`config.mk`:
```
export PLATFORM = sky130hd
export DESIGN_NAME = riff_wave_stream_parser
export DESIGN_NICKNAME = d
export VERILOG_FILES = /design/src/rtl/rwsp_pkg.sv /design/src/rtl/rwsp_parser.sv /design/src/rtl/rwsp_res_queue.sv /design/src/rtl/riff_wave_stream_parser.sv
export SDC_FILE = /design/constraint.sdc
export NUM_CORES = 1
export LEC_CHECK = 0
export ABC_AREA = 1
export BUFFER_PORTS_ARGS = -buffer_cell sky130_fd_sc_hd__clkbuf_2
export CAP_MARGIN = 15
export CORE_MARGIN = 2
export CORE_UTILIZATION = 55
export CTS_CLUSTER_DIAMETER = 60
export CTS_CLUSTER_SIZE = 16
export DETAILED_ROUTE_END_ITERATION = 8
export GPL_TIMING_DRIVEN = 1
export HOLD_SLACK_MARGIN = 0.06
export PLACE_DENSITY = 0.74
export SLEW_MARGIN = 20
export SYNTH_ARGS = -nofsm -noshare
export SYNTH_HDL_FRONTEND = slang
export SYNTH_SLANG_ARGS = --single-unit
export TNS_END_PERCENT = 5
```
`constraint.sdc`:
```
create_clock -name clock -period 5.7 [get_ports clock]
set_clock_uncertainty 0.1 [all_clocks]
set_input_delay 0.57 -clock clock [delete_from_list [all_inputs] [get_ports clock]]
set_output_delay 0.57 -clock clock [all_outputs]
set_load 0.01 [all_outputs]
```
`src/rtl/rwsp_pkg.sv`:
```
// ----------------------------------------------------------------------------
// rwsp_pkg
// Shared constants and types of the RIFF WAVE stream parser.
// ----------------------------------------------------------------------------
package rwsp_pkg;

   // chunk tags as they land in a little-endian shift register
   localparam logic [31:0] TAG_RIFF = 32'h4646_4952;
   localparam logic [31:0] TAG_WAVE = 32'h4556_4157;
   localparam logic [31:0] TAG_FMT  = 32'h2074_6D66;
   localparam logic [31:0] TAG_DATA = 32'h6174_6164;

   localparam logic [15:0] FORMAT_PCM      = 16'h0001;
   localparam logic [15:0] NEEDED_CHANNELS = 16'd2;
   localparam logic [14:0] NEEDED_HALF_ALIGN = 15'd2;

   // parser phases
   localparam logic [1:0] PH_RIFF = 2'd0;
   localparam logic [1:0] PH_HDR  = 2'd1;
   localparam logic [1:0] PH_BODY = 2'd2;
   localparam logic [1:0] PH_STOP = 2'd3;

   // result event codes
   localparam logic [3:0] EV_AUDIO        = 4'd0;
   localparam logic [3:0] EV_PLAY_START   = 4'd1;
   localparam logic [3:0] EV_NOT_RIFF     = 4'd2;
   localparam logic [3:0] EV_NOT_WAVE     = 4'd3;
   localparam logic [3:0] EV_BAD_TAG      = 4'd4;
   localparam logic [3:0] EV_BAD_CHANNELS = 4'd5;
   localparam logic [3:0] EV_BAD_BITS     = 4'd6;
   localparam logic [3:0] EV_NO_FMT       = 4'd7;
   localparam logic [3:0] EV_FILE_END     = 4'd8;

   // depth of the result queue, room for two full bytes' worth of results
   localparam int QUEUE_DEPTH = 4;

   typedef struct packed {
      logic [3:0]  event_res;
      logic [7:0]  audio_byte;
      logic [31:0] sample_rate;
      logic        last_of_run;
   } res_type;

   // results produced by one accepted byte
   typedef struct packed {
      logic [1:0] count;
      res_type    r0;
      res_type    r1;
   } push_type;

endpackage

```
`src/rtl/rwsp_parser.sv`:
```
// ----------------------------------------------------------------------------
// rwsp_parser
// Header and chunk walker: state registers plus one step of next-state logic
// per accepted byte, producing up to two results.
// ----------------------------------------------------------------------------
module rwsp_parser (
   input  logic               clock,
   input  logic               reset,
   input  logic               accept,
   input  logic [7:0]         din,
   output rwsp_pkg::push_type push
);

   logic [1:0]  phase_ff, phase_in;
   logic [3:0]  idx_ff, idx_in;
   logic [31:0] file_offset_ff, file_offset_in;
   logic [31:0] riff_size_ff, riff_size_in;
   logic [31:0] chunk_tag_ff, chunk_tag_in;
   logic [31:0] chunk_remaining_ff, chunk_remaining_in;
   logic [15:0] format_tag_ff, format_tag_in;
   logic [15:0] channel_count_ff, channel_count_in;
   logic [31:0] rate_ff, rate_in;
   logic [15:0] block_align_ff, block_align_in;
   logic        format_seen_ff, format_seen_in;
   logic        playing_ff, playing_in;

   logic [31:0] off_inc;
   logic        bnd;
   logic        ev_vld;
   logic [3:0]  ev_code;
   logic [7:0]  ev_byte;
   logic [31:0] ev_rate;
   logic        end_vld;
   rwsp_pkg::res_type res_a, res_e;

   always_comb begin
      phase_in           = phase_ff;
      idx_in             = idx_ff;
      file_offset_in     = file_offset_ff;
      riff_size_in       = riff_size_ff;
      chunk_tag_in       = chunk_tag_ff;
      chunk_remaining_in = chunk_remaining_ff;
      format_tag_in      = format_tag_ff;
      channel_count_in   = channel_count_ff;
      rate_in            = rate_ff;
      block_align_in     = block_align_ff;
      format_seen_in     = format_seen_ff;
      playing_in         = playing_ff;
      off_inc            = (file_offset_ff == 32'hFFFF_FFFF) ? file_offset_ff
                                                             : file_offset_ff + 32'd1;
      bnd     = 1'b0;
      ev_vld  = 1'b0;
      ev_code = rwsp_pkg::EV_AUDIO;
      ev_byte = 8'd0;
      ev_rate = 32'd0;
      end_vld = 1'b0;

      if (accept && phase_ff != rwsp_pkg::PH_STOP) begin
         file_offset_in = off_inc;
         case (phase_ff)
            rwsp_pkg::PH_RIFF: begin
               if (idx_ff < 4'd4 || idx_ff >= 4'd8) begin
                  chunk_tag_in = {din, chunk_tag_ff[31:8]};
               end else begin
                  riff_size_in = {din, riff_size_ff[31:8]};
               end
               if (idx_ff == 4'd3 && chunk_tag_in != rwsp_pkg::TAG_RIFF) begin
                  ev_vld   = 1'b1;
                  ev_code  = rwsp_pkg::EV_NOT_RIFF;
                  phase_in = rwsp_pkg::PH_STOP;
               end else if (idx_ff >= 4'd11) begin
                  if (chunk_tag_in != rwsp_pkg::TAG_WAVE) begin
                     ev_vld   = 1'b1;
                     ev_code  = rwsp_pkg::EV_NOT_WAVE;
                     phase_in = rwsp_pkg::PH_STOP;
                  end else begin
                     bnd = 1'b1;
                  end
               end else begin
                  idx_in = idx_ff + 4'd1;
               end
            end
            rwsp_pkg::PH_HDR: begin
               if (idx_ff < 4'd4) begin
                  chunk_tag_in = {din, chunk_tag_ff[31:8]};
               end else begin
                  chunk_remaining_in = {din, chunk_remaining_ff[31:8]};
               end
               if (idx_ff >= 4'd7) begin
                  idx_in = 4'd0;
                  if (chunk_tag_in == rwsp_pkg::TAG_FMT) begin
                     format_tag_in    = 16'd0;
                     channel_count_in = 16'd0;
                     rate_in          = 32'd0;
                     block_align_in   = 16'd0;
                     format_seen_in   = 1'b1;
                  end else if (chunk_tag_in == rwsp_pkg::TAG_DATA) begin
                     ev_vld = 1'b1;
                     if (!format_seen_ff) begin
                        ev_code = rwsp_pkg::EV_NO_FMT;
                     end else if (format_tag_ff != rwsp_pkg::FORMAT_PCM) begin
                        ev_code = rwsp_pkg::EV_BAD_TAG;
                     end else if (channel_count_ff != rwsp_pkg::NEEDED_CHANNELS) begin
                        ev_code = rwsp_pkg::EV_BAD_CHANNELS;
                     end else if (block_align_ff[15:1] != rwsp_pkg::NEEDED_HALF_ALIGN) begin
                        ev_code = rwsp_pkg::EV_BAD_BITS;
                     end else begin
                        ev_code    = rwsp_pkg::EV_PLAY_START;
                        ev_rate    = rate_ff;
                        playing_in = 1'b1;
                     end
                  end
                  if (chunk_remaining_in == 32'd0) begin
                     bnd = 1'b1;
                  end else begin
                     phase_in = rwsp_pkg::PH_BODY;
                  end
               end else begin
                  idx_in = idx_ff + 4'd1;
               end
            end
            rwsp_pkg::PH_BODY: begin
               if (chunk_tag_ff == rwsp_pkg::TAG_FMT) begin
                  case (idx_ff)
                     4'd0:    format_tag_in[7:0]     = din;
                     4'd1:    format_tag_in[15:8]    = din;
                     4'd2:    channel_count_in[7:0]  = din;
                     4'd3:    channel_count_in[15:8] = din;
                     4'd4:    rate_in[7:0]           = din;
                     4'd5:    rate_in[15:8]          = din;
                     4'd6:    rate_in[23:16]         = din;
                     4'd7:    rate_in[31:24]         = din;
                     4'd12:   block_align_in[7:0]    = din;
                     4'd13:   block_align_in[15:8]   = din;
                     default: ;
                  endcase
               end
               if (playing_ff) begin
                  ev_vld  = 1'b1;
                  ev_code = rwsp_pkg::EV_AUDIO;
                  ev_byte = din;
               end
               if (idx_ff != 4'd15) begin
                  idx_in = idx_ff + 4'd1;
               end
               chunk_remaining_in = chunk_remaining_ff - 32'd1;
               bnd = (chunk_remaining_in == 32'd0);
            end
            default: ;
         endcase

         // chunk boundary: end of file test against riff size plus 8
         if (bnd) begin
            playing_in = 1'b0;
            idx_in     = 4'd0;
            if ({1'b0, off_inc} >= {1'b0, riff_size_in} + 33'd8) begin
               end_vld        = 1'b1;
               phase_in       = rwsp_pkg::PH_RIFF;
               file_offset_in = 32'd0;
            end else begin
               phase_in = rwsp_pkg::PH_HDR;
            end
         end
      end
   end

   always_comb begin
      res_a.event_res   = ev_code;
      res_a.audio_byte  = ev_byte;
      res_a.sample_rate = ev_rate;
      res_a.last_of_run = !end_vld;
      res_e.event_res   = rwsp_pkg::EV_FILE_END;
      res_e.audio_byte  = 8'd0;
      res_e.sample_rate = 32'd0;
      res_e.last_of_run = 1'b1;
      push.count = {1'b0, ev_vld} + {1'b0, end_vld};
      push.r0    = ev_vld ? res_a : res_e;
      push.r1    = res_e;
   end

   always_ff @(posedge clock) begin
      if (reset) begin
         phase_ff           <= rwsp_pkg::PH_RIFF;
         idx_ff             <= 4'd0;
         file_offset_ff     <= 32'd0;
         riff_size_ff       <= 32'd0;
         chunk_tag_ff       <= 32'd0;
         chunk_remaining_ff <= 32'd0;
         format_tag_ff      <= 16'd0;
         channel_count_ff   <= 16'd0;
         rate_ff            <= 32'd0;
         block_align_ff     <= 16'd0;
         format_seen_ff     <= 1'b0;
         playing_ff         <= 1'b0;
      end else begin
         phase_ff           <= phase_in;
         idx_ff             <= idx_in;
         file_offset_ff     <= file_offset_in;
         riff_size_ff       <= riff_size_in;
         chunk_tag_ff       <= chunk_tag_in;
         chunk_remaining_ff <= chunk_remaining_in;
         format_tag_ff      <= format_tag_in;
         channel_count_ff   <= channel_count_in;
         rate_ff            <= rate_in;
         block_align_ff     <= block_align_in;
         format_seen_ff     <= format_seen_in;
         playing_ff         <= playing_in;
      end
   end

   // a header error is sticky until reset
   a_stop_sticky: assert property (@(posedge clock) disable iff (reset)
      phase_ff == rwsp_pkg::PH_STOP |=> phase_ff == rwsp_pkg::PH_STOP)
      else $error("parser left the stopped phase");

   // payload pass-through only inside a chunk body
   a_play_in_body: assert property (@(posedge clock) disable iff (reset)
      playing_ff |-> phase_ff == rwsp_pkg::PH_BODY)
      else $error("playing outside a chunk body");

   // the riff header is twelve bytes
   a_riff_index: assert property (@(posedge clock) disable iff (reset)
      phase_ff == rwsp_pkg::PH_RIFF |-> idx_ff <= 4'd11)
      else $error("riff header index out of range");

   // play start only once a fmt chunk has been seen
   a_play_needs_fmt: assert property (@(posedge clock) disable iff (reset)
      playing_ff |-> format_seen_ff)
      else $error("playing without a fmt chunk");

endmodule

```
`src/rtl/rwsp_res_queue.sv`:
```
// ----------------------------------------------------------------------------
// rwsp_res_queue
// Small result queue: takes up to two results per cycle while room is high, hands out one per
// transaction on the result channel.
// ----------------------------------------------------------------------------
module rwsp_res_queue (
   input  logic               clock,
   input  logic               reset,
   input  logic               push_en,
   input  rwsp_pkg::push_type push,
   output logic               room,
   output logic               rsp_valid,
   input  logic               rsp_ready,
   output rwsp_pkg::res_type  head
);

   localparam int PtrW = $clog2(rwsp_pkg::QUEUE_DEPTH);
   localparam int CntW = PtrW + 1;

   rwsp_pkg::res_type entry_ff [rwsp_pkg::QUEUE_DEPTH];
   logic [PtrW-1:0] wr_ptr_ff, wr_ptr_in;
   logic [PtrW-1:0] rd_ptr_ff, rd_ptr_in;
   logic [CntW-1:0] count_ff, count_in;
   logic [CntW-1:0] push_n;
   logic            pop;

   assign push_n    = push_en ? CntW'(push.count) : '0;
   assign pop       = rsp_valid && rsp_ready;
   assign rsp_valid = (count_ff != '0);
   // two free entries needed for the worst case byte
   assign room      = (count_ff <= CntW'(rwsp_pkg::QUEUE_DEPTH - 2));
   assign head      = entry_ff[rd_ptr_ff];

   always_comb begin
      wr_ptr_in = wr_ptr_ff + PtrW'(push_n);
      rd_ptr_in = rd_ptr_ff + PtrW'(pop);
      count_in  = count_ff + push_n - CntW'(pop);
   end

   always_ff @(posedge clock) begin
      if (push_n != '0) begin
         entry_ff[wr_ptr_ff] <= push.r0;
      end
      if (push_n == CntW'(2)) begin
         entry_ff[wr_ptr_ff + PtrW'(1)] <= push.r1;
      end
   end

   always_ff @(posedge clock) begin
      if (reset) begin
         wr_ptr_ff <= '0;
         rd_ptr_ff <= '0;
         count_ff  <= '0;
      end else begin
         wr_ptr_ff <= wr_ptr_in;
         rd_ptr_ff <= rd_ptr_in;
         count_ff  <= count_in;
      end
   end

   a_no_overflow: assert property (@(posedge clock) disable iff (reset)
      count_ff <= CntW'(rwsp_pkg::QUEUE_DEPTH))
      else $error("result queue overflow");

   a_ptr_gap: assert property (@(posedge clock) disable iff (reset)
      PtrW'(wr_ptr_ff - rd_ptr_ff) == PtrW'(count_ff))
      else $error("result queue pointers disagree with count");

   a_push_fits: assert property (@(posedge clock) disable iff (reset)
      push_n != '0 |-> count_ff + push_n <= CntW'(rwsp_pkg::QUEUE_DEPTH) + CntW'(pop))
      else $error("push without room");

endmodule

```
`src/rtl/riff_wave_stream_parser.sv`:
```
// ----------------------------------------------------------------------------
// riff_wave_stream_parser
// Byte-wide RIFF WAVE parser reporting play start, format errors, payload
// bytes and file end.
// ----------------------------------------------------------------------------
// Usage:
//   req_* carries the wave file one byte per transaction, in file order.
//   rsp_* carries result transactions; one input byte yields zero, one or two
//   results, and rsp_last_of_run marks the final result of a byte.
//   Latency: the first result of a byte is offered on the cycle after the
//   byte is accepted if the queue was empty, else once earlier results are taken.
//   Throughput: one byte per cycle while each byte yields at most one result
//   and the receiver keeps up; a byte that closes the file with a second
//   result yields a further transaction. Results pass through a four-entry
//   queue, and req_ready stays high while two entries are free, so the
//   input side keeps moving while a result waits to be taken.
//   Stalls: when rsp_ready is held low the queue fills and req_ready drops;
//   no result is lost or repeated.
//   Reset clears the parser to expect a RIFF header and empties the queue.
//   After a "not riff" or "not wave" error every byte is taken and dropped
//   until reset.
// ----------------------------------------------------------------------------
module riff_wave_stream_parser (
   input  logic        clock,
   input  logic        reset,
   input  logic        req_valid,
   output logic        req_ready,
   input  logic [7:0]  req_in_byte,
   output logic        rsp_valid,
   input  logic        rsp_ready,
   output logic [3:0]  rsp_event_res,
   output logic [7:0]  rsp_audio_byte,
   output logic [31:0] rsp_sample_rate,
   output logic        rsp_last_of_run
);

   logic               accept;
   logic               room;
   rwsp_pkg::push_type push;
   rwsp_pkg::res_type  head;

   assign req_ready = room;
   assign accept    = req_valid && room;

   rwsp_parser u_parser (
      .clock  (clock),
      .reset  (reset),
      .accept (accept),
      .din    (req_in_byte),
      .push   (push)
   );

   rwsp_res_queue u_queue (
      .clock     (clock),
      .reset     (reset),
      .push_en   (accept),
      .push      (push),
      .room      (room),
      .rsp_valid (rsp_valid),
      .rsp_ready (rsp_ready),
      .head      (head)
   );

   assign rsp_event_res   = head.event_res;
   assign rsp_audio_byte  = head.audio_byte;
   assign rsp_sample_rate = head.sample_rate;
   assign rsp_last_of_run = head.last_of_run;

endmodule

```
After elaboration in Yosys (flattened, before gate mapping). Memory sizes are Yosys's and may differ from the RTL's. A register that Yosys moved wholly into a read port is not among the register bits. Index checks and enable logic that the tools add are counted. W data, S select, Z words.

Bits in registers: 223. Bits in writable memories: 180. Memories kept: 1.

Memory list: u_queue.entry_ff (words 4, width 45, read ports 1, clocked after Yosys merged registers in 1, wr ports 2, line rwsp_res_queue.sv:20) `rwsp_pkg::res_type entry_ff [rwsp_pkg::QUEUE_DEPTH];`.

Add/sub/neg operators: 10. Magnitude comparators: 6. Equal/unequal tests: 47. Muxes and demuxes: 112. Reductions and logical operators: 36.

Operators with widths (number): $mux W32 (27); $pmux W32 S2 (3); $mux W8 (13); $pmux W16 S2 (3); $mux W16 (5); $reduce_and A6 Y1 (11); $eq A32 B30 Y1 const B (2); $logic_not A32 Y1 (2); $ne A32 B31 Y1 const B (2); $mux W4 (14); $mux W45 (1); $add A32 B4 Y33 const B (1); $ge A32 B33 Y1 (1); $add A32 B1 Y32 const B (1); $eq A32 B31 Y1 const B (1); $eq A32 B32 Y1 const B (1); $sub A32 B1 Y32 const B (1); $mux W1 (31); $ne A2 B2 Y1 const B (14); $mux W2 (9); $eq A4 B3 Y1 const B (4); $ne A16 B1 Y1 const B (1); $ne A16 B2 Y1 const B (1); $ne A15 B2 Y1 const B (1); 39 further kinds (61).

Logic depth before layout (Yosys ltp).
Word-level depth: 18. Gate-level depth with buffers: 41. Depth with buffers taken out: 38.

By module. A second synthesis with hierarchy kept.

Cells, all modules: 3519. Area total of the unflattened synthesis: 24908.9 µm².

By module, submodules not included: rwsp_parser (instances 1, cells an instance 2573, area an instance 15673.8 µm²); rwsp_res_queue (instances 1, cells an instance 944, area an instance 9227.6 µm²); riff_wave_stream_parser (instances 1, cells an instance 2, area an instance 7.5 µm²).

Worst setup path after synthesis. Ideal clock, no wire load.

Path kind: flip-flop to flip-flop. From: register u_parser.phase_ff[0]. To: register u_queue.count_ff[2]. Setup time: 0.120 ns. Arrival: 5.182 ns. Data required time: 5.480 ns. Setup slack: 0.298 ns. Cell stages (with the launch flop): 40. Period minus slack after synthesis: 5.402 ns. Cells stage by stage: dfxtp_1 > inv_1 > ha_1 > clkbuf_1 > nand2_1 > buf_2 > nand2_1 > o21ai_0 > ha_1 > inv_1 > nor2_1 > nand3_1 > nor3_2 > nand2_1 > nor3_2 > nand2_1 > xor2_1 > inv_1 > (+4 left out) > nor2_1 > a21oi_1 > nand2_1 > nand2_1 > nand2_1 > nand2_1 > nand2_1 > nand3_1 > nor3_1 > ha_1 > inv_1 > nor2_1 > inv_1 > ha_1 > inv_1 > fa_1 > o21ai_0 > a21oi_1.

Word-level cells in the longest chain between the ends: 12.

Ends and longest elaborated chain: start: declaration (line rwsp_parser.sv:14) `logic [1:0] phase_ff, phase_in;`; start signal: assignment (line rwsp_parser.sv:183) `phase_ff <= rwsp_pkg::PH_RIFF;`; start signal: assignment (line rwsp_parser.sv:196) `phase_ff <= phase_in;`; $logic_not A2 Y1 (line rwsp_parser.sv:60) `case (phase_ff)`; $mux W32 (line rwsp_parser.sv:60); $mux W32 (line rwsp_parser.sv:58) `if (accept && phase_ff != rwsp_pkg::PH_STOP) begin`; $add A32 B4 Y33 (line rwsp_parser.sv:156) `if ({1'b0, off_inc} >= {1'b0, riff_size_in} + 33'd8) begin`; $ge A32 B33 Y1 (line rwsp_parser.sv:156); $mux W1 (line rwsp_parser.sv:156); $mux W1 (line rwsp_parser.sv:153) `if (bnd) begin`; $mux W1 (line rwsp_parser.sv:58); $add A1 B1 Y2 (*) (line rwsp_parser.sv:176) `push.count = {1'b0, ev_vld} + {1'b0, end_vld};`; $mux W2 (*) (line rwsp_res_queue.sv:27) `assign push_n = push_en ? CntW'(push.count) : '0;`; $add A3 B3 Y3 (*) (line rwsp_res_queue.sv:37) `count_in = count_ff + push_n - CntW'(pop);`; $sub A3 B1 Y3 (*) (line rwsp_res_queue.sv:37); end signal: assignment (line rwsp_res_queue.sv:57) `count_ff <= count_in;`; end: declaration (line rwsp_res_queue.sv:23) `logic [CntW-1:0] count_ff, count_in;`.

Every way passes the cells marked *; elsewhere a longest branch is shown, timed or not. The select of a mux whose other input is x is not followed. A chain may end at the register's enable or synchronous reset.

==> flow_summary.toml <==
[yosys]
synth_top_cells_by_area = "sky130_fd_sc_hd__dfxtp_1 (35%), sky130_fd_sc_hd__nand2_1 (12%), sky130_fd_sc_hd__nor2_1 (8.6%)"
synthDistinctLibCells = 41
synth_seq_cells = 402
synth_ff_type = "sky130_fd_sc_hd__dfxtp_1"
synth_seq_area_share = 0.348
post_synth_instance_area_um2 = 23100
syn-num-nets = 3676
ys.warnings.count = 0
postSynth.asyncResetShare = 0
synthDominantCellAreaShare = 0.348
cells_after_synth = 3613
synth_area_per_cell_um2 = 6.40
synth_enable_flop_cells = 0
synth_largest_area_cell = "sky130_fd_sc_hd__dfxtp_1"

[detailed_routing]
routed_wire_length_per_instance_um = 18.7
drt_iter0_drc = 3256
drt-total-wl_um = 77200
route.vias.total = 25500
detail_route.vias_per_cell = 6.18
firstDrtPassIters = 5
drcViolationCount = 0
route.antenna.remaining_nets = 0

[die]
die_w_um = 209
boundaryPins = 59
core_um2 = 41800
fp.dieH_um = 209
design.die.area_um2 = 43700
std_cell_rows = 75
initial_utilization = 0.554

[sta]
final.period_utilization = 0.949
grt_setup_unrepaired = "yes"
finalSetupViolations = 0
drv_slew = 0
hold_viol = 0
max_slew.worst_pin.slew_ns = 1.08
fmax_mhz = 185
max_transition_margin = 0.279
fin_crit_ns = 5.41

[place]
port_buffers = 58
detailed_place.area_um2 = 23900
detailedPlacementHpwl_um = 49100
gpl.final_weighted_congestion = 0.950

[clocking]
clock_tree_from_tritoncts = "done"
ctsLongestPathBuffers = 3
clkSlewWorstSetupHoldPaths_ns = 0.07
clock_sink_count = 402
post_cts_hold_buffer_count = 0
htree_num_levels = 2
cts_inserted_buffers = 39
worst_skew_late_latency_ns = 0.60
root_cell_of_the_clock_tree = "sky130_fd_sc_hd__clkbuf_16"

[critical_path]
worstSetupStartpointType = "flip-flop"
critPathRequiredTime_ns = 6.11
critPathMaxFanout = 36
slowest_stage = "sky130_fd_sc_hd__buf_4"
max_stage_delay_ns = 0.46
endpoint_kind = "flip-flop"
cpMostUsedCell = "sky130_fd_sc_hd__nand2_1"
critPathKind = "flip-flop to flip-flop"
crit_arrival_ns = 5.82

[global_route]
grt_first_pass_wirelength_um = 121000
grt_usage = 0.339
pin_count_of_the_biggest_net_entering_global_routing = 107
global_route.overflow_total = 0
grt_antenna_before_repair = 0
first_global_vias = 23300

[finish]
synthToLayoutAreaGrowth_pct = 10.4
ant_diodes = 0
nFillCells = 3904
final_cell_area_um2 = 25500
final_layout_size_suffix_gt1_frac = 0.0753
final_util = 0.611
final_common_cell = "sky130_fd_sc_hd__nand2_1"
final_cell_mix = "sky130_fd_sc_hd__nand2_1 (763), sky130_fd_sc_hd__nor2_1 (508), sky130_fd_sc_hd__dfxtp_1 (398)"
fin_nets = 3628

[power_and_ir_drop]
power_per_cell_area_nw_per_um2 = 480
vdd_drop_max_v = 0.000419
power_leakage_uw = 0.0104

[outcome]
outcome = "complete, no violations"

[flow_run]
drv.max_cap_violation_count = 0

[min_path]
hold_crit_class = "flip-flop to flip-flop"
[Yosys cell counts, drive strengths merged, types with 9 or more instances]
cell      n
clkbuf  184
xnor2     9
inv     287
nor2    527
nor4     34
o22ai    46
a21oi   339
nand4   188
dfxtp   402
nand3   153
buf      51
nor3     83
a31oi    11
xor2     48
nand2   768
a211oi   42
a221oi   21
ha       50
o21ai   328
[power breakdown]
group          switching (µW)  internal, µW  total, µW
sequential                257          3130       3390
clock                    1250          1400       2650
combinational            4420          1800       6220
[per-layer routing]
layer / track usage / share of wire / wire, µm
met4: 0.123 / 0.030 / 2340
met3: 0.0517 / 0.097 / 7510
met1: 0.457 / 0.42 / 32300
met5: 0 / 0 / 0
met2: 0.551 / 0.45 / 35100
[cell type report]
type | count | area (µm²) | share of cell area
clock buffer | 42 | 997 | 0.0391
clock inverter | 22 | 249 | 0.00975
inverter | 293 | 1110 | 0.0433
multi-input combinational | 2683 | 13200 | 0.519
sequential | 402 | 8060 | 0.315
tap | 539 | 674 | 0.0264
timing repair buffer | 146 | 1200 | 0.0471
[stage by stage]
step	TNS [ns]	power, µW	worst slack [ns]	hold WS [ns]	std cells
after floorplan	0	7680	0.298	0.327	3613
after global placement	0	9290	0.167	0.339	4046
after global routing	-7.35	13100	-0.128	0.372	4127
after detailed placement	0	9400	0.0534	0.341	4046
final	0	12300	0.292	0.351	4127
after CTS	0	12000	0.0381	0.350	4110
[repair_timing]
item | CTS | global route
endpoints found under the hold margin | 0 | 0
setup endpoints to repair | 1 | 185
pin swaps | 0 | 15
gates resized for setup | 1 | 56
gates cloned | 0 | 6
buffers inserted | 0 | 11
[sequential cells by signal, indices dropped and copies added (netlist names), 2 cells and up]
name	flops
u_parser.chunk_tag_ff	32
u_queue.entry_ff	180
u_parser.format_tag_ff	16
u_queue.rd_ptr_ff	2
u_parser.rate_ff	32
u_queue.count_ff	3
u_parser.file_offset_ff	32
u_parser.riff_size_ff	32
u_parser.chunk_remaining_ff	32
u_parser.idx_ff	4
u_parser.phase_ff	2
u_parser.channel_count_ff	16
u_parser.block_align_ff	15
u_queue.wr_ptr_ff	2
[critical path: cells and delay by family (launching register included)]
kind | cells | cell delay (ns)
AO/OA/AOI/OAI | 2 | 0.31
XOR/XNOR | 1 | 0.31
adder cells (fa/ha/maj) | 3 | 0.75
buffers and inverters | 3 | 0.66
flip-flops | 1 | 0.42
AND/OR/NAND/NOR | 23 | 2.79
[final timing paths]
| path | slack (ns) | end | cells past startpoint | from |
|---|---|---|---|---|
| max reg2reg | 0.29 | u_queue.entry_ff[1][22]$_SDFFE_PP0P_ | 32 | u_parser.file_offset_ff[0]$_SDFFE_PP0P_ |
| max | 0.29 | u_queue.entry_ff[1][22]$_SDFFE_PP0P_ | 32 | u_parser.file_offset_ff[0]$_SDFFE_PP0P_ |
| min | 0.35 | u_parser.riff_size_ff[1]$_SDFFE_PP0P_ | 2 | u_parser.riff_size_ff[1]$_SDFFE_PP0P_ |
| min reg2reg | 0.35 | u_parser.riff_size_ff[1]$_SDFFE_PP0P_ | 2 | u_parser.riff_size_ff[1]$_SDFFE_PP0P_ |
[cell families (layout without fill, tap and decap cells)]
kind of cell,count (synthesis),in the layout,share of synthesized area
AO/OA/AOI/OAI,809,809,0.190
flip-flops,402,402,0.348
AND/OR/NAND/NOR,1766,1766,0.326
buffers and inverters,528,503,0.0868
XOR/XNOR,57,57,0.0216
adder cells (fa/ha/maj),51,51,0.0279
Note: power is estimated with default switching activity, not from simulation.
